**src/hdl/assert_macros.svh**
```systemverilog
`ifndef ASSERT_MACROS_SVH
`define ASSERT_MACROS_SVH

// same-cycle implication
`define LOC_ASSERT_IMPL(lbl, c, rn, ante, cons, msg) \
	lbl: assert property (@(posedge c) disable iff (!rn) (ante) |-> (cons)) else $error(msg);

// next-cycle implication
`define LOC_ASSERT_NEXT(lbl, c, rn, ante, cons, msg) \
	lbl: assert property (@(posedge c) disable iff (!rn) (ante) |=> (cons)) else $error(msg);

`endif

```
**src/hdl/loc_pkg.sv**
```systemverilog
package loc_pkg;

	typedef struct packed {
		logic signed [19:0] obs_x;
		logic signed [19:0] obs_y;
		logic signed [19:0] obs_start_l;
		logic signed [19:0] obs_end_l;
		logic signed [15:0] obs_heading;
		logic signed [15:0] ego_yaw;
		logic signed [19:0] ego_l;
		logic               is_virtual;
		logic               is_static;
		logic               left_lane_present;
		logic               right_lane_present;
		logic               frame_end;
	} obs_t;

	typedef struct packed {
		logic       kind;
		logic [5:0] obstacle_index;
		logic [2:0] behavior_code;
		logic [2:0] position_code;
		logic       run_last;
	} res_t;

	typedef struct packed {
		logic        [9:0]  half_width;
		logic signed [15:0] opposite_yaw_limit;
		logic        [11:0] static_buffer;
		logic        [11:0] dynamic_buffer;
	} cfg_t;

	typedef enum logic [2:0] {
		CFG_HALF_WIDTH     = 3'd0,
		CFG_OPP_YAW_LIMIT  = 3'd1,
		CFG_STATIC_BUFFER  = 3'd2,
		CFG_DYNAMIC_BUFFER = 3'd3
	} cfg_reg_t;

	typedef enum logic [2:0] {
		BEH_UNCHANGED   = 3'd0,
		BEH_IGNORE      = 3'd1,
		BEH_LEFT_NUDGE  = 3'd2,
		BEH_RIGHT_NUDGE = 3'd3,
		BEH_FOLLOW      = 3'd4
	} beh_code_t;

	typedef enum logic [2:0] {
		POS_NONE        = 3'd0,
		POS_FRONT       = 3'd1,
		POS_FRONT_LEFT  = 3'd2,
		POS_REAR_LEFT   = 3'd3,
		POS_FRONT_RIGHT = 3'd4,
		POS_REAR_RIGHT  = 3'd5
	} pos_code_t;

	typedef enum logic [1:0] {
		ST_RUN,
		ST_READ,
		ST_EMIT
	} state_t;

	localparam int NUM_ZONES = 4;

	localparam logic signed [19:0] ZONE_FRONT_LIM = 20'sd10240;
	localparam logic signed [19:0] ZONE_REAR_LIM  = -20'sd10240;
	localparam logic signed [19:0] ZONE_SIDE_LIM  = 20'sd1280;
	localparam logic signed [19:0] BEHIND_LIM     = -20'sd2560;

	localparam logic        [9:0]  CFG_HALF_WIDTH_RST = 10'd256;
	localparam logic signed [15:0] CFG_OPP_YAW_RST    = 16'sd0;
	localparam logic        [11:0] CFG_STATIC_RST     = 12'd128;
	localparam logic        [11:0] CFG_DYNAMIC_RST    = 12'd128;

	// zone order: front-left, rear-left, front-right, rear-right
	localparam logic signed [19:0] ZONE_RESET_X [NUM_ZONES] =
		'{ZONE_FRONT_LIM, ZONE_REAR_LIM, ZONE_FRONT_LIM, ZONE_REAR_LIM};
	localparam pos_code_t ZONE_POS [NUM_ZONES] =
		'{POS_FRONT_LEFT, POS_REAR_LEFT, POS_FRONT_RIGHT, POS_REAR_RIGHT};

endpackage

```
**src/hdl/lateral_obstacle_classifier_top.sv**
```systemverilog
// Behaviour result passes the input register and the result register; one obstacle per
// cycle unless stalled. On a frame-end obstacle the four zone indices are looked up
// in the follow-flag RAM, one read a cycle; its behaviour result is then loaded, and
// zone results follow one a cycle unless stalled; input waits until the last loads.
// Reset clears configuration to defaults, zones, counter and all handshake state.
// The follow-flag RAM is not cleared; each index is written before a zone can name it.
`include "assert_macros.svh"

module lateral_obstacle_classifier_top #(
	parameter int MAX_OBSTACLES = 64
) (
	input  logic          clk,
	input  logic          arst_n,
	input  logic          obs_valid,
	output logic          obs_stall,
	input  loc_pkg::obs_t obs,
	output logic          res_valid,
	input  logic          res_stall,
	output loc_pkg::res_t res,
	input  logic          cfg_valid,
	output logic          cfg_ready,
	input  logic [2:0]    cfg_index,
	input  logic [15:0]   cfg_data
);
	import loc_pkg::*;

	localparam int CW = $clog2(MAX_OBSTACLES + 1);
	localparam int AW = (MAX_OBSTACLES > 1) ? $clog2(MAX_OBSTACLES) : 1;

	cfg_t cfg_q;

	logic   valid_s1;
	obs_t   item_s1;
	logic   consume;

	logic [CW-1:0] cnt_q;
	logic          tracked;
	beh_code_t     beh;

	logic signed [19:0] zx_q  [NUM_ZONES];
	logic [AW-1:0]      zi_q  [NUM_ZONES];
	logic [NUM_ZONES-1:0] zv_q;
	logic signed [19:0] zx_d  [NUM_ZONES];
	logic [AW-1:0]      zi_d  [NUM_ZONES];
	logic [NUM_ZONES-1:0] zv_d;

	logic [AW-1:0]        si_q [NUM_ZONES];
	logic [NUM_ZONES-1:0] sv_q;
	res_t                 pend_q;

	state_t               state_q, state_d;
	logic [2:0]           rd_cnt_q, rd_cnt_d;
	logic [NUM_ZONES-1:0] mask_q, mask_d;
	logic                 beh_done_q, beh_done_d;

	logic        ram_we;
	logic [AW-1:0] ram_raddr;
	logic [0:0]  ram_rdata;

	logic  res_valid_q;
	res_t  res_q;
	logic  out_ok;
	logic  res_load;
	res_t  res_d;
	res_t  beh_res;
	logic [1:0] z_sel;
	logic [NUM_ZONES-1:0] mask_rest;

	logic in_front, in_rear, left_ok, right_ok;

	assign cfg_ready = 1'b1;

	always_ff @(posedge clk or negedge arst_n) begin
		if (!arst_n) begin
			cfg_q.half_width         <= CFG_HALF_WIDTH_RST;
			cfg_q.opposite_yaw_limit <= CFG_OPP_YAW_RST;
			cfg_q.static_buffer      <= CFG_STATIC_RST;
			cfg_q.dynamic_buffer     <= CFG_DYNAMIC_RST;
		end else if (cfg_valid) begin
			case (cfg_index)
				CFG_HALF_WIDTH:     cfg_q.half_width         <= cfg_data[9:0];
				CFG_OPP_YAW_LIMIT:  cfg_q.opposite_yaw_limit <= cfg_data;
				CFG_STATIC_BUFFER:  cfg_q.static_buffer      <= cfg_data[11:0];
				CFG_DYNAMIC_BUFFER: cfg_q.dynamic_buffer     <= cfg_data[11:0];
				default: ;
			endcase
		end
	end

	// input stage
	assign out_ok    = !res_valid_q || !res_stall;
	assign consume   = (state_q == ST_RUN) && valid_s1 && (item_s1.frame_end || out_ok);
	assign obs_stall = valid_s1 && !consume;

	always_ff @(posedge clk or negedge arst_n) begin
		if (!arst_n) begin
			valid_s1 <= 1'b0;
		end else if (obs_valid && !obs_stall) begin
			valid_s1 <= 1'b1;
		end else if (consume) begin
			valid_s1 <= 1'b0;
		end
	end

	always_ff @(posedge clk) begin
		if (obs_valid && !obs_stall) begin
			item_s1 <= obs;
		end
	end

	loc_decide u_decide (
		.item (item_s1),
		.cfg  (cfg_q),
		.beh  (beh)
	);

	assign tracked = cnt_q < CW'(MAX_OBSTACLES);

	// nearest obstacle per zone
	always_comb begin
		in_front = (item_s1.obs_x > 20'sd0) && (item_s1.obs_x < ZONE_FRONT_LIM);
		in_rear  = (item_s1.obs_x < 20'sd0) && (item_s1.obs_x > ZONE_REAR_LIM);
		left_ok  = item_s1.left_lane_present && (item_s1.obs_y > 20'sd0)
			&& (item_s1.obs_y < ZONE_SIDE_LIM);
		right_ok = item_s1.right_lane_present && (item_s1.obs_y < 20'sd0)
			&& (item_s1.obs_y > -ZONE_SIDE_LIM);
		for (int z = 0; z < NUM_ZONES; z++) begin
			logic hit;
			hit = 1'b0;
			if (z == 0 || z == 2) begin
				hit = in_front && (item_s1.obs_x < zx_q[z]);
			end else begin
				hit = in_rear && (item_s1.obs_x > zx_q[z]);
			end
			hit = hit && tracked && ((z < 2) ? left_ok : right_ok);
			zx_d[z] = hit ? item_s1.obs_x : zx_q[z];
			zi_d[z] = hit ? cnt_q[AW-1:0] : zi_q[z];
			zv_d[z] = hit | zv_q[z];
		end
	end

	always_ff @(posedge clk or negedge arst_n) begin
		if (!arst_n) begin
			cnt_q <= '0;
			zv_q  <= '0;
			sv_q  <= '0;
			for (int z = 0; z < NUM_ZONES; z++) begin
				zx_q[z] <= ZONE_RESET_X[z];
				zi_q[z] <= '0;
				si_q[z] <= '0;
			end
		end else if (consume) begin
			if (item_s1.frame_end) begin
				cnt_q <= '0;
				zv_q  <= '0;
				sv_q  <= zv_d;
				for (int z = 0; z < NUM_ZONES; z++) begin
					zx_q[z] <= ZONE_RESET_X[z];
					si_q[z] <= zi_d[z];
				end
			end else begin
				if (tracked) begin
					cnt_q <= cnt_q + 1'b1;
				end
				zv_q <= zv_d;
				for (int z = 0; z < NUM_ZONES; z++) begin
					zx_q[z] <= zx_d[z];
					zi_q[z] <= zi_d[z];
				end
			end
		end
	end

	assign beh_res = '{
		kind:           1'b0,
		obstacle_index: 6'(cnt_q),
		behavior_code:  beh,
		position_code:  (beh == BEH_FOLLOW) ? POS_FRONT : POS_NONE,
		run_last:       1'b1
	};

	always_ff @(posedge clk) begin
		if (consume && item_s1.frame_end) begin
			pend_q <= beh_res;
		end
	end

	// follow flags
	assign ram_we    = consume && tracked;
	assign ram_raddr = si_q[rd_cnt_q[1:0]];

	loc_ram #(
		.WIDTH (1),
		.DEPTH (MAX_OBSTACLES)
	) u_follow_ram (
		.clk   (clk),
		.we    (ram_we),
		.waddr (cnt_q[AW-1:0]),
		.wdata (beh == BEH_FOLLOW),
		.raddr (ram_raddr),
		.rdata (ram_rdata)
	);

	// sequencer
	always_ff @(posedge clk or negedge arst_n) begin
		if (!arst_n) begin
			state_q    <= ST_RUN;
			rd_cnt_q   <= '0;
			mask_q     <= '0;
			beh_done_q <= 1'b0;
		end else begin
			state_q    <= state_d;
			rd_cnt_q   <= rd_cnt_d;
			mask_q     <= mask_d;
			beh_done_q <= beh_done_d;
		end
	end

	always_comb begin
		z_sel = 2'd0;
		for (int z = NUM_ZONES - 1; z >= 0; z--) begin
			if (mask_q[z]) begin
				z_sel = 2'(z);
			end
		end
		mask_rest = mask_q & ~(4'b0001 << z_sel);
	end

	always_comb begin
		state_d    = state_q;
		rd_cnt_d   = rd_cnt_q;
		mask_d     = mask_q;
		beh_done_d = beh_done_q;
		res_load   = 1'b0;
		res_d      = beh_res;
		case (state_q)
			ST_RUN: begin
				if (consume) begin
					if (item_s1.frame_end) begin
						state_d    = ST_READ;
						rd_cnt_d   = '0;
						mask_d     = '0;
						beh_done_d = 1'b0;
					end else begin
						res_load = 1'b1;
					end
				end
			end
			ST_READ: begin
				rd_cnt_d = rd_cnt_q + 1'b1;
				if (rd_cnt_q != 3'd0) begin
					mask_d[rd_cnt_q[1:0] - 2'd1] =
						sv_q[rd_cnt_q[1:0] - 2'd1] & !ram_rdata[0];
				end
				if (rd_cnt_q == 3'(NUM_ZONES)) begin
					state_d = ST_EMIT;
				end
			end
			ST_EMIT: begin
				if (out_ok) begin
					res_load = 1'b1;
					if (!beh_done_q) begin
						beh_done_d     = 1'b1;
						res_d          = pend_q;
						res_d.run_last = (mask_q == '0);
						if (mask_q == '0) begin
							state_d = ST_RUN;
						end
					end else begin
						res_d = '{
							kind:           1'b1,
							obstacle_index: 6'(si_q[z_sel]),
							behavior_code:  BEH_UNCHANGED,
							position_code:  ZONE_POS[z_sel],
							run_last:       (mask_rest == '0)
						};
						mask_d = mask_rest;
						if (mask_rest == '0) begin
							state_d = ST_RUN;
						end
					end
				end
			end
			default: begin
				state_d = ST_RUN;
			end
		endcase
	end

	// result register
	always_ff @(posedge clk or negedge arst_n) begin
		if (!arst_n) begin
			res_valid_q <= 1'b0;
		end else if (out_ok) begin
			res_valid_q <= res_load;
		end
	end

	always_ff @(posedge clk) begin
		if (res_load) begin
			res_q <= res_d;
		end
	end

	assign res_valid = res_valid_q;
	assign res       = res_q;

	`LOC_ASSERT_IMPL(a_ram_wr_run, clk, arst_n, ram_we, state_q == ST_RUN,
		"follow flag written outside run state")
	`LOC_ASSERT_IMPL(a_mask_valid, clk, arst_n, state_q == ST_EMIT, (mask_q & ~sv_q) == '0,
		"zone result pending for an invalid zone")
	`LOC_ASSERT_NEXT(a_frame_drain, clk, arst_n, consume && item_s1.frame_end,
		state_q == ST_READ, "frame end did not start zone lookup")
	`LOC_ASSERT_IMPL(a_cnt_range, clk, arst_n, 1'b1, cnt_q <= CW'(MAX_OBSTACLES),
		"obstacle counter beyond capacity")

endmodule

```
**src/hdl/loc_ram.sv**
```systemverilog
module loc_ram #(
	parameter int WIDTH  = 1,
	parameter int DEPTH  = 64,
	parameter int ADDR_W = (DEPTH > 1) ? $clog2(DEPTH) : 1
) (
	input  logic              clk,
	input  logic              we,
	input  logic [ADDR_W-1:0] waddr,
	input  logic [WIDTH-1:0]  wdata,
	input  logic [ADDR_W-1:0] raddr,
	output logic [WIDTH-1:0]  rdata
);

	logic [WIDTH-1:0] mem [DEPTH];

	always_ff @(posedge clk) begin
		if (we) begin
			mem[waddr] <= wdata;
		end
		rdata <= mem[raddr];
	end

endmodule

```
**src/hdl/loc_decide.sv**
```systemverilog
module loc_decide (
	input  loc_pkg::obs_t      item,
	input  loc_pkg::cfg_t      cfg,
	output loc_pkg::beh_code_t beh
);
	import loc_pkg::*;

	logic signed [15:0] yaw_err;
	logic signed [22:0] ego_w;
	logic signed [22:0] hw_w;
	logic signed [22:0] start_w;
	logic signed [22:0] end_w;
	logic signed [22:0] left_gap;
	logic signed [22:0] right_gap;
	logic signed [22:0] buf_w;
	logic signed [22:0] sb_w;
	logic               skip;

	always_comb begin
		yaw_err   = item.obs_heading - item.ego_yaw;
		ego_w     = 23'(item.ego_l);
		hw_w      = 23'({1'b0, cfg.half_width});
		start_w   = 23'(item.obs_start_l);
		end_w     = 23'(item.obs_end_l);
		left_gap  = ego_w - hw_w - end_w;
		right_gap = start_w - ego_w - hw_w;
		sb_w      = 23'({1'b0, cfg.static_buffer});
		buf_w     = item.is_static ? sb_w : 23'({1'b0, cfg.dynamic_buffer});

		skip = item.is_virtual
			|| (!item.is_static && (yaw_err < cfg.opposite_yaw_limit))
			|| (item.obs_x < BEHIND_LIM);

		if (skip) begin
			beh = BEH_UNCHANGED;
		end else if ((left_gap > buf_w) || (right_gap > buf_w)) begin
			beh = BEH_IGNORE;
		end else if ((ego_w - end_w) > sb_w) begin
			beh = BEH_LEFT_NUDGE;
		end else if ((start_w - ego_w) > sb_w) begin
			beh = BEH_RIGHT_NUDGE;
		end else begin
			beh = BEH_FOLLOW;
		end
	end

endmodule

```
**config.mk**
```make
export PLATFORM = sky130hd
export DESIGN_NAME = lateral_obstacle_classifier_top
export DESIGN_NICKNAME = d
export VERILOG_FILES = /design/src/hdl/loc_pkg.sv /design/src/hdl/lateral_obstacle_classifier_top.sv /design/src/hdl/loc_ram.sv /design/src/hdl/loc_decide.sv
export VERILOG_INCLUDE_DIRS = /design/src /design/src/hdl
export SDC_FILE = /design/constraint.sdc
export NUM_CORES = 1
export LEC_CHECK = 0
export BUFFER_PORTS_ARGS = -buffer_cell sky130_fd_sc_hd__buf_2
export CAP_MARGIN = 20
export CORE_ASPECT_RATIO = 1.25
export CORE_UTILIZATION = 40
export DETAILED_ROUTE_END_ITERATION = 8
export PLACE_DENSITY = 0.54
export REMOVE_ABC_BUFFERS = 1
export SLEW_MARGIN = 20
export SYNTH_ARGS = -nofsm -noshare
export SYNTH_HDL_FRONTEND = slang
export SYNTH_SLANG_ARGS = --single-unit
```
**constraint.sdc**
```tcl
create_clock -name clk -period 9.9 [get_ports clk]
set_input_delay 0.495 -clock clk [delete_from_list [all_inputs] [get_ports clk]]
set_output_delay 0.495 -clock clk [all_outputs]
set_load 0.01 [all_outputs]
```
### Yosys cells after proc, flatten, opt, wreduce, memory -nomap -nowiden

Memories as Yosys holds them, arrays and structs flattened. A register that Yosys moved wholly into a read port is not among the register bits.
Index checks and enable logic that the tools add are counted.

* register bits: 368
* bits in writable memories: 64
* input bits: 161
* output and inout bits: 17
* word-level logic and storage cells: 239
* memories: 1

* $add $sub $neg: 9
* magnitude comparators: 23
* equality and inequality tests: 15
* shift-type cells: 1
* muxes and demuxes: 68
* bitwise operators: 10
* reduce and logical (&&, ||, !) cells: 67

Memories
* u_follow_ram.mem: depth 64, bits a word 1, read ports 1, clocked after memory_dff 1, write ports 1, line loc_ram.sv:14 `logic [WIDTH-1:0] mem [DEPTH];`

Operators by type and width (number)
* 20-bit 2-to-1 mux: 4
* 80-bit 2-to-1 mux: 1
* 6-bit 2-to-1 mux: 8
* 23-bit by 13-bit greater-than comparator with 1-bit output: 2
* 23-bit greater-than comparator: 2
* 20-bit by 20-bit subtractor with 21-bit output: 2
* 20-bit by 1-bit greater-than comparator with 1-bit output, second input constant: 2
* 20-bit greater-than comparator: 2
* 20-bit by 1-bit < comparator with 1-bit output, second input constant: 2
* 20-bit < comparator: 2
* 1-bit logical AND: 26
* 13-bit 2-to-1 mux: 2
* 6-bit binary-select mux with 2-bit select: 2
* 3-bit 2-to-1 mux: 8
* 4-bit 2-to-1 mux: 6
* 2-bit AND reduction: 12
* 23-bit by 11-bit subtractor with 23-bit output: 1
* 2-bit 2-to-1 mux: 11
* 21-bit by 20-bit subtractor with 22-bit output: 1
* 20-bit by 11-bit subtractor with 21-bit output: 1
* 20-bit by 12-bit greater-than comparator with 1-bit output, second input constant: 1
* 20-bit by 15-bit greater-than comparator with 1-bit output, second input constant: 1
* 20-bit by 12-bit < comparator with 1-bit output, second input constant: 1
* 20-bit by 13-bit < comparator with 1-bit output, second input constant: 1
* other kinds (46): 92

### Depth between registers and ports, before layout

Gate-level depths: netlist of run 1.

* depth in word-level cells: 12
* gate-level depth with buffers: 24
* mapped depth without buffers: 24

### By module

A second synthesis of run 1 with hierarchy kept.

* cells, all modules: 2438
* area, all modules: 26056.2 um^2

By module, submodules not included
* lateral_obstacle_classifier_top: times used 1, cells an instance 1276, area each 16220.6 um^2, sequential area each 9993.3 um^2
* loc_decide: times used 1, cells an instance 958, area each 6921.6 um^2, sequential area each 0.0 um^2
* loc_ram: times used 1, cells an instance 204, area each 2914.0 um^2, sequential area each 1941.9 um^2

### Least setup slack after synthesis of run 1

OpenSTA, ideal clock, no wires.

* path kind: register -> register
* start: reg state_q[0]
* end: reg item_s1[0] in the netlist's numbering, enable pin
* setup time: 651 ps
* data arrival time: 7070 ps
* data required time: 9249 ps
* setup slack: 2180 ps
* stages on the path, launching flop included: 6
* path buffers: 0
* clock period less this slack: 7720 ps
* cell sequence: dfrtp_1 -> inv_1 -> ha_1 -> o21ai_0 -> and2_1 -> nor2b_1

* cells in the longest elaborated chain, start to end: 7

RTL lines
* from (decl): line lateral_obstacle_classifier_top.sv:51 `state_t state_q, state_d;`
* from (signal assigned): line lateral_obstacle_classifier_top.sv:212 `state_q <= state_d;`
* 2-bit logical NOT: line lateral_obstacle_classifier_top.sv:92 `assign consume = (state_q == ST_RUN) && valid_s1 && (item_s1.frame_end || out_ok);`
* 1-bit logical AND (2 in a row): line lateral_obstacle_classifier_top.sv:92
* 1-bit logical NOT: line lateral_obstacle_classifier_top.sv:93 `assign obs_stall = valid_s1 && !consume;`
* 1-bit logical AND: line lateral_obstacle_classifier_top.sv:93
* named net obs_stall: line lateral_obstacle_classifier_top.sv:15 `output logic obs_stall,`
* 1-bit logical NOT: line lateral_obstacle_classifier_top.sv:106 `if (obs_valid && !obs_stall) begin`
* 1-bit logical AND: line lateral_obstacle_classifier_top.sv:106
* to (signal assigned): line lateral_obstacle_classifier_top.sv:107 `item_s1 <= obs;`
* to (decl): line lateral_obstacle_classifier_top.sv:33 `obs_t item_s1;`

The timed path passes the listed nets, and every way through them passes these cells.
A chain may end at the register's enable or synchronous reset.

### Final worst setup path of run 1

* start: reg item_s1[6] in the netlist's numbering
* end: mem u_follow_ram.mem[32] (data pin)

* cells in the longest elaborated chain, start to end: 7
* elaborated cells on any way between the ends: 15
* classes of those cells: add/sub (5); order compare (4); eq/ne (1); mux (4); reduce/logical (1)

RTL lines
* 20-bit by 20-bit subtractor with 21-bit output / 20-bit by 11-bit subtractor with 21-bit output (equally long branches): line loc_decide.sv:26, loc_decide.sv:40, loc_decide.sv:25
* 23-bit by 11-bit subtractor with 23-bit output (tied with other cells): line loc_decide.sv:26 `right_gap = start_w - ego_w - hw_w;`
* 23-bit greater-than comparator / 3-bit 2-to-1 mux (equally long branches): line loc_decide.sv:36, loc_decide.sv:40
* 1-bit logical OR / 3-bit 2-to-1 mux (equally long branches): line loc_decide.sv:36, loc_decide.sv:38
* 3-bit 2-to-1 mux (*): line loc_decide.sv:36 `end else if ((left_gap > buf_w) || (right_gap > buf_w)) begin`
* 3-bit 2-to-1 mux (*): line loc_decide.sv:34 `if (skip) begin`
* 3-bit equality test (*): line lateral_obstacle_classifier_top.sv:199 `.wdata (beh == BEH_FOLLOW),`
* to (decl): line loc_ram.sv:14

Mark *: on every way between the ends. The rest lies on a longest branch, timed or not.

==> impl_metrics.csv, run 1 <==
group,metric,value,unit
timing,setup_viol,0,
yosys,synth_top_family_by_area,"compound AO/OA/AOI/OAI gates",
floorplanning,core_area,62300,µm²
clock_tree,post_cts_buffers,0,
place,dp_hpwl,50500,µm
clock_tree,cts_buffers,48,
critical_path,cp.required,10.21,ns
yosys,yosys.area_share.simple,11.5,%
clock_tree,clock_sinks,431,
yosys,synth_edf_count,225,
final_layout,ff_latch_area,11900,µm²
yosys,ys_seq_area_share,47.0,%
yosys,synth_area,25400,µm²
final_layout,multi_input_area,12300,µm²
yosys,yosys.area_share.adder,13.3,%
critical_path,critical_path_arrival,6.07,ns
floorplanning,die-area,64500,µm²
clock_tree,cts_max_path_buffers,3,
timing,slew_viol_final,0,
clock_tree,clockRootBuffer,"clkbuf_16",
final_layout,drive_gt1_share,15.2,%
timing,clock_skew,0.0295,ns
floorplanning,ios,178,
critical_path,crit_type,"flop to flop",
route,avgRoutedWirePerCell,19.9,µm
floorplanning,start_util,40.7,%
global_routing,antenna_found_initial,10,
power,pwr_density_cell,254,nW/µm²
yosys,synthCells,2377,
global_routing,grt_pass1_wl,106000,µm
route,viasPerCell,5.41,
global_routing,grt_pass1_vias,18800,
yosys,muxShareOfSynthArea,5.80,%
run,drv_cap,0,
place,routabilityCongestion,0.883,
global_routing,grt_start_max_net_pins,84,
route,final_antenna_net_count,0,
timing,period_needed,5.76,ns
place,io_buffers,176,
global_routing,grt_overflow,0,
route,drt_iter0_markers,1004,
timing,fin_ws,4.14,ns
critical_path,endpoint_kind,"flop",
clock_tree,htree_num_levels,2,
global_routing,grt_usage,21.4,%
status,status,"complete, no violations",
route,finalWirelength,67900,µm
floorplanning,fp.dieW,227,µm
route,drc,0,
timing,relSlewSlack,25.2,%
critical_path,path_max_fanout,65,
yosys,synth_compound_area_share,15.2,%
place,preCtsSetupSlack,4.16,ns
power,ir_drop,0.167,mV
route,num_vias,18500,
yosys,yosysWarnings,0,
floorplanning,rows,102,
final_layout,nNetsFinal,2959,
clock_tree,cts_tree,"built",
route,first_pass_iters,5,
yosys,ys_seq_elements,431,
worst_hold_path,min_path_type,"input port to flop",
yosys,ys.flop_type,"edfxtp_1",
timing,hold_viol,0,
timing,layout_worst_path_cycle_share,58.2,%
timing,setup_tns,0,ns
timing,fmax,174,MHz
clock_tree,cts.reportedPaths.clkPinSlew,0.06,ns
timing,worstMarginPinSlew,1.12,ns
yosys,syn_avg_cell_area,10.7,µm²
yosys,synth-async-reset-ratio,47.6,%
power,p_leak,12.3,nW
final_layout,syn2layout_area_growth,13.4,%
timing,rsz0062_at_grt,"no",
power,totalPowerFinal,7.32,mW
yosys,synth_cell_types,88,
clock_tree,clock_latency,0.61,ns
critical_path,start_kind,"flop",
final_layout,layout_common_cells,"ha_1, inv_1, edfxtp_1, nand2_1, dfrtp_1",
final_layout,fillers,5981,
floorplanning,fp.dieH,284,µm
yosys,synthXorXnorAreaFrac,2.28,%
clock_tree,ctsResizeCount,0,
final_layout,final_common_cell,"ha_1",
kinds of logic (layout without fill, tap and decap cells):
logic type	after synthesis	count (layout)
AOI/OAI and AO/OA	579	579
other	1	8
adders and majority gates	262	262
xor gates and xnor gates	66	66
and+or+nand+nor	600	600
buffers and inverters	325	524
muxes	113	113
DFF	431	431
per-layer routing:
metal	vias up	wire [µm]	GRT usage (%)
met5	-	41	0
met1	8963	28500	26.3
li1	8960	-	-
met3	129	2590	2.99
met4	6	2570	8.24
met2	417	34300	37.4
worst max-delay path, stage by stage, from the launching register on:
cell and delay, ns:
edfxtp_1 0.57, fa_1 0.52, nand2b_1 0.18, a21oi_1 0.23, nor2_1 0.10, xnor2_1 0.28
ha_1 0.32, o21ai_0 0.09, nand2b_1 0.12, a21boi_0 0.20, a41oi_1 0.35, nand2_1 0.11
xnor2_1 0.14, ha_1 0.31, nand2_1 0.07, or2_2 0.31, o31ai_1 0.32, nand3_2 0.13
o31ai_4 0.32, nand3_1 0.20, inv_1 0.10, buf_4 0.48
synthesized netlist by cell type (26+ instances only):
| cell | count | share of area (%) |
|---|---|---|
| a21o_1 | 57 | 1.7 |
| a21oi_1 | 114 | 2.2 |
| a22o_1 | 35 | 1.2 |
| a22oi_1 | 26 | 0.77 |
| clkbuf_1 | 69 | 1.0 |
| dfrtp_1 | 182 | 18 |
| edfxtp_1 | 225 | 27 |
| ha_1 | 248 | 12 |
| inv_1 | 239 | 3.5 |
| mux2_2 | 43 | 1.9 |
| mux2i_1 | 47 | 1.9 |
| nand2_1 | 184 | 2.7 |
| nand2b_1 | 28 | 0.69 |
| nand3_1 | 33 | 0.65 |
| nand4_1 | 29 | 0.71 |
| nor2_1 | 161 | 2.4 |
| nor2b_1 | 34 | 0.84 |
| nor3_1 | 37 | 0.73 |
| o21ai_0 | 156 | 3.1 |
| xnor2_1 | 49 | 1.7 |
sequential cells by signal, summed over array words and instances (netlist names), 10 cells and up:
register,count
zi_q,24
pend_q,10
si_q,24
cfg_q,50
zx_q,80
u_follow_ram.mem,64
item_s1,137
res,14
report_power, final:
group | leakage (nW) | switching, mW | total, mW | internal, mW
combinational | 6.75 | 1.86 | 3.11 | 1.24
sequential | 4.77 | 0.216 | 2.39 | 2.17
clock | 0.771 | 0.769 | 1.82 | 1.05
total | 12.3 | 2.85 | 7.32 | 4.47
metrics by stage:
step / cell area, µm² / hold slack, ns / utilization [%] / cells
6_report: 28800 / 0.0660 / 46.2 / 3415
3_3_place_gp: 27100 / 0.448 / 43.6 / 3316
2_1_floorplan: 25000 / 0.199 / - / 2292
5_1_grt: 28800 / 0.0293 / 46.2 / 3414
4_1_cts: 28800 / 0.0229 / 46.2 / 3408
3_5_place_dp: 27200 / 0.455 / 43.6 / 3317
final timing paths:
check / startpoint / to / slack [ns] / depth (start not counted)
min in group asynchronous: arst_n / res_valid / 0.56 / 2
min: obs[27] / item_s1[27] / 0.07 / 1
min reg2reg: zx_q[14] / zx_q[14] / 0.47 / 2
max in group asynchronous: arst_n / zi_q[6] / 7.94 / 3
max reg2reg: item_s1[6] / u_follow_ram.mem[32] / 4.14 / 21
max: item_s1[6] / u_follow_ram.mem[32] / 4.14 / 21
area by class of cell:
type	instances	share of cell area [%]
well taps	832	3.62
repair buffers	194	3.58
multi-input cells	1621	42.6
inverters	240	3.13
clock inverters	19	0.765
diodes	7	0.0609
flip-flops and latches	431	41.5
clock buffers	71	4.76
what timing repair did:
| action | CTS | global route |
|---|---|---|
| endpoints found under the hold margin | 1 | 0 |
| setup endpoints to repair | 0 | 0 |
| hold buffers | 1 | 0 |
(Power assumes the default switching activity.)
==> run 2, diff against run 1 <==
--- a/config.mk
+++ b/config.mk
@@ -11,7 +11,7 @@
 export CORE_ASPECT_RATIO = 1.25
 export CORE_UTILIZATION = 40
 export DETAILED_ROUTE_END_ITERATION = 8
-export PLACE_DENSITY = 0.54
+export PLACE_DENSITY = 0.56
 export REMOVE_ABC_BUFFERS = 1
 export SLEW_MARGIN = 20
 export SYNTH_ARGS = -nofsm -noshare
==> constraint.sdc (replaced) <==
create_clock -name clk -period 4.8 [get_ports clk]
set_input_delay 0.24 -clock clk [delete_from_list [all_inputs] [get_ports clk]]
set_output_delay 0.24 -clock clk [all_outputs]
set_load 0.01 [all_outputs]
==> impl_metrics.csv, run 2 (synthesis gave the netlist of run 1 again) <==
group,metric,value,unit
final_layout,final_common_cell,"ha_1",
timing,slew_viol_final,0,
power,pwr_density_cell,520,nW/µm²
place,routabilityCongestion,0.894,
final_layout,reg_top3,"item_s1 (137), zx_q (80), u_follow_ram.mem (64)",
global_routing,grt_pass1_wl,110000,µm
final_layout,largest_reg_flops,137,
place,place_inst,3407,
timing,setup_viol,0,
timing,relSlewSlack,26.0,%
route,avgRoutedWirePerCell,19.0,µm
clock_tree,cts_tree,"built",
critical_path,path_max_fanout,8,
route,finalWirelength,70400,µm
timing,rsz0062_at_grt,"yes",
timing,fmax,213,MHz
clock_tree,cts.reportedPaths.clkPinSlew,0.06,ns
route,drt_iter0_markers,1216,
final_layout,drive_gt1_share,21.5,%
floorplanning,ios,178,
final_layout,final_cells,3702,
critical_path,endpoint_kind,"flop",
global_routing,antenna_found_initial,0,
timing,hold_viol,0,
critical_path,cp.required,5.26,ns
timing,period_needed,4.70,ns
place,io_buffers,176,
power,p_leak,13.7,nW
floorplanning,core_area,62300,µm²
timing,worstMarginPinSlew,1.11,ns
floorplanning,start_util,40.7,%
worst_hold_path,min_path_type,"input port to flop",
critical_path,start_kind,"flop",
global_routing,grt_overflow,0,
clock_tree,clock_latency,0.61,ns
floorplanning,fp.dieH,284,µm
place,dp_hpwl,50400,µm
timing,fin_hold_ws,0.0844,ns
floorplanning,rows,102,
floorplanning,fp.dieW,227,µm
critical_path,critical_path_arrival,5.16,ns
status,status,"complete, no violations",
power,ir_drop,0.368,mV
clock_tree,htree_num_levels,2,
run,drv_cap,0,
route,first_pass_iters,5,
global_routing,grt_pass1_vias,20500,
final_layout,nNetsFinal,3252,
clock_tree,cts_buffers,48,
floorplanning,die-area,64500,µm²
timing,layout_worst_path_cycle_share,97.9,%
route,final_antenna_net_count,0,
power,totalPowerFinal,16.6,mW
route,num_vias,19800,
timing,clock_skew,0.0308,ns
route,drc,0,
final_layout,syn2layout_area_growth,26.1,%
critical_path,crit_type,"flop to flop",
clock_tree,clock_sinks,431,
route,viasPerCell,5.34,
final_layout,layout_common_cells,"ha_1, inv_1, edfxtp_1, nand2_1, dfrtp_1",
final_layout,regMostFlops,"item_s1",
global_routing,grt_start_max_net_pins,138,
global_routing,grt_usage,21.9,%
final_layout,fillers,5657,
clock_tree,clockRootBuffer,"clkbuf_16",
clock_tree,cts_max_path_buffers,3,
run 2: final cells by class:
type / count / area, µm² / share of cell area (%)
antenna: 1 / 2.50 / 0.00782
clock buffer: 63 / 1350 / 4.22
clock inverter: 27 / 250 / 0.782
inverter: 240 / 913 / 2.85
multi-input combinational: 1621 / 12800 / 39.9
sequential: 431 / 11900 / 37.3
tap: 832 / 1040 / 3.25
timing repair buffer: 487 / 3750 / 11.7
run 2: final timing paths:
| check | from | end | slack (ns) | cells past startpoint |
|---|---|---|---|---|
| setup / recovery | item_s1[5] | u_follow_ram.mem[4] | 0.1 | 24 |
| hold / removal | cfg_index[0] | cfg_q[19] | 0.08 | 4 |
| setup reg to reg | item_s1[5] | u_follow_ram.mem[4] | 0.1 | 24 |
| hold reg to reg | sv_q[3] | sv_q[3] | 0.46 | 2 |
| max in group asynchronous | arst_n | zx_q[61] | 3.34 | 3 |
| min in group asynchronous | arst_n | cfg_q[24] | 0.30 | 2 |
run 2: metrics by stage:
step | setup TNS, ns | instance area, µm² | utilization, % | setup WS (ns)
global route | -7.68 | 32000 | 51.4 | -0.154
floorplan | -464.01 | 25000 | - | -3.14
CTS | 0 | 31400 | 50.5 | 0.0221
global placement | -15.99 | 27900 | 44.7 | -0.238
detailed placement | -25.58 | 27900 | 44.7 | -0.373
finish | 0 | 32000 | 51.4 | 0.0984
run 2: what timing repair did:
action	CTS	global route
hold endpoints to repair	267	0
hold buffers	155	0
buffers inserted	30	14
pin swaps	18	75
gates resized for setup	42	89
endpoints found under the setup margin	72	72
cloned	2	4
run 2: where the power goes:
group	switching (mW)	total [mW]	internal [mW]
Combinational	4.38	8.00	3.62
Clock	1.57	3.73	2.16
Sequential	0.407	4.89	4.49
run 2: worst max-delay path, stage by stage, from the launching register on:
cell and delay (ns):
edfxtp_1 0.41, ha_2 0.21, fa_2 0.55, inv_2 0.04, ha_1 0.26, nor2b_1 0.13
o21ai_1 0.22, a21boi_2 0.10, o21ai_2 0.22, a21boi_4 0.09, a21o_1 0.21, a21oi_2 0.18
xnor2_1 0.14, ha_1 0.27, a21oi_2 0.16, nor2_2 0.06, a211oi_2 0.18, o21ai_2 0.10
o31ai_4 0.07, nand3_2 0.12, o31ai_4 0.27, buf_4 0.16, nand3_4 0.10, clkinv_8 0.12
clkbuf_16 0.16
run 2: routing by layer:
metal | vias to the layer above | part of all wire (%) | track usage, %
met5 | - | 0 | 0
met4 | 0 | 4.8 | 10.2
met3 | 159 | 3.4 | 2.72
met2 | 440 | 51 | 38.6
met1 | 9620 | 41 | 26.3
li1 | 9533 | - | -
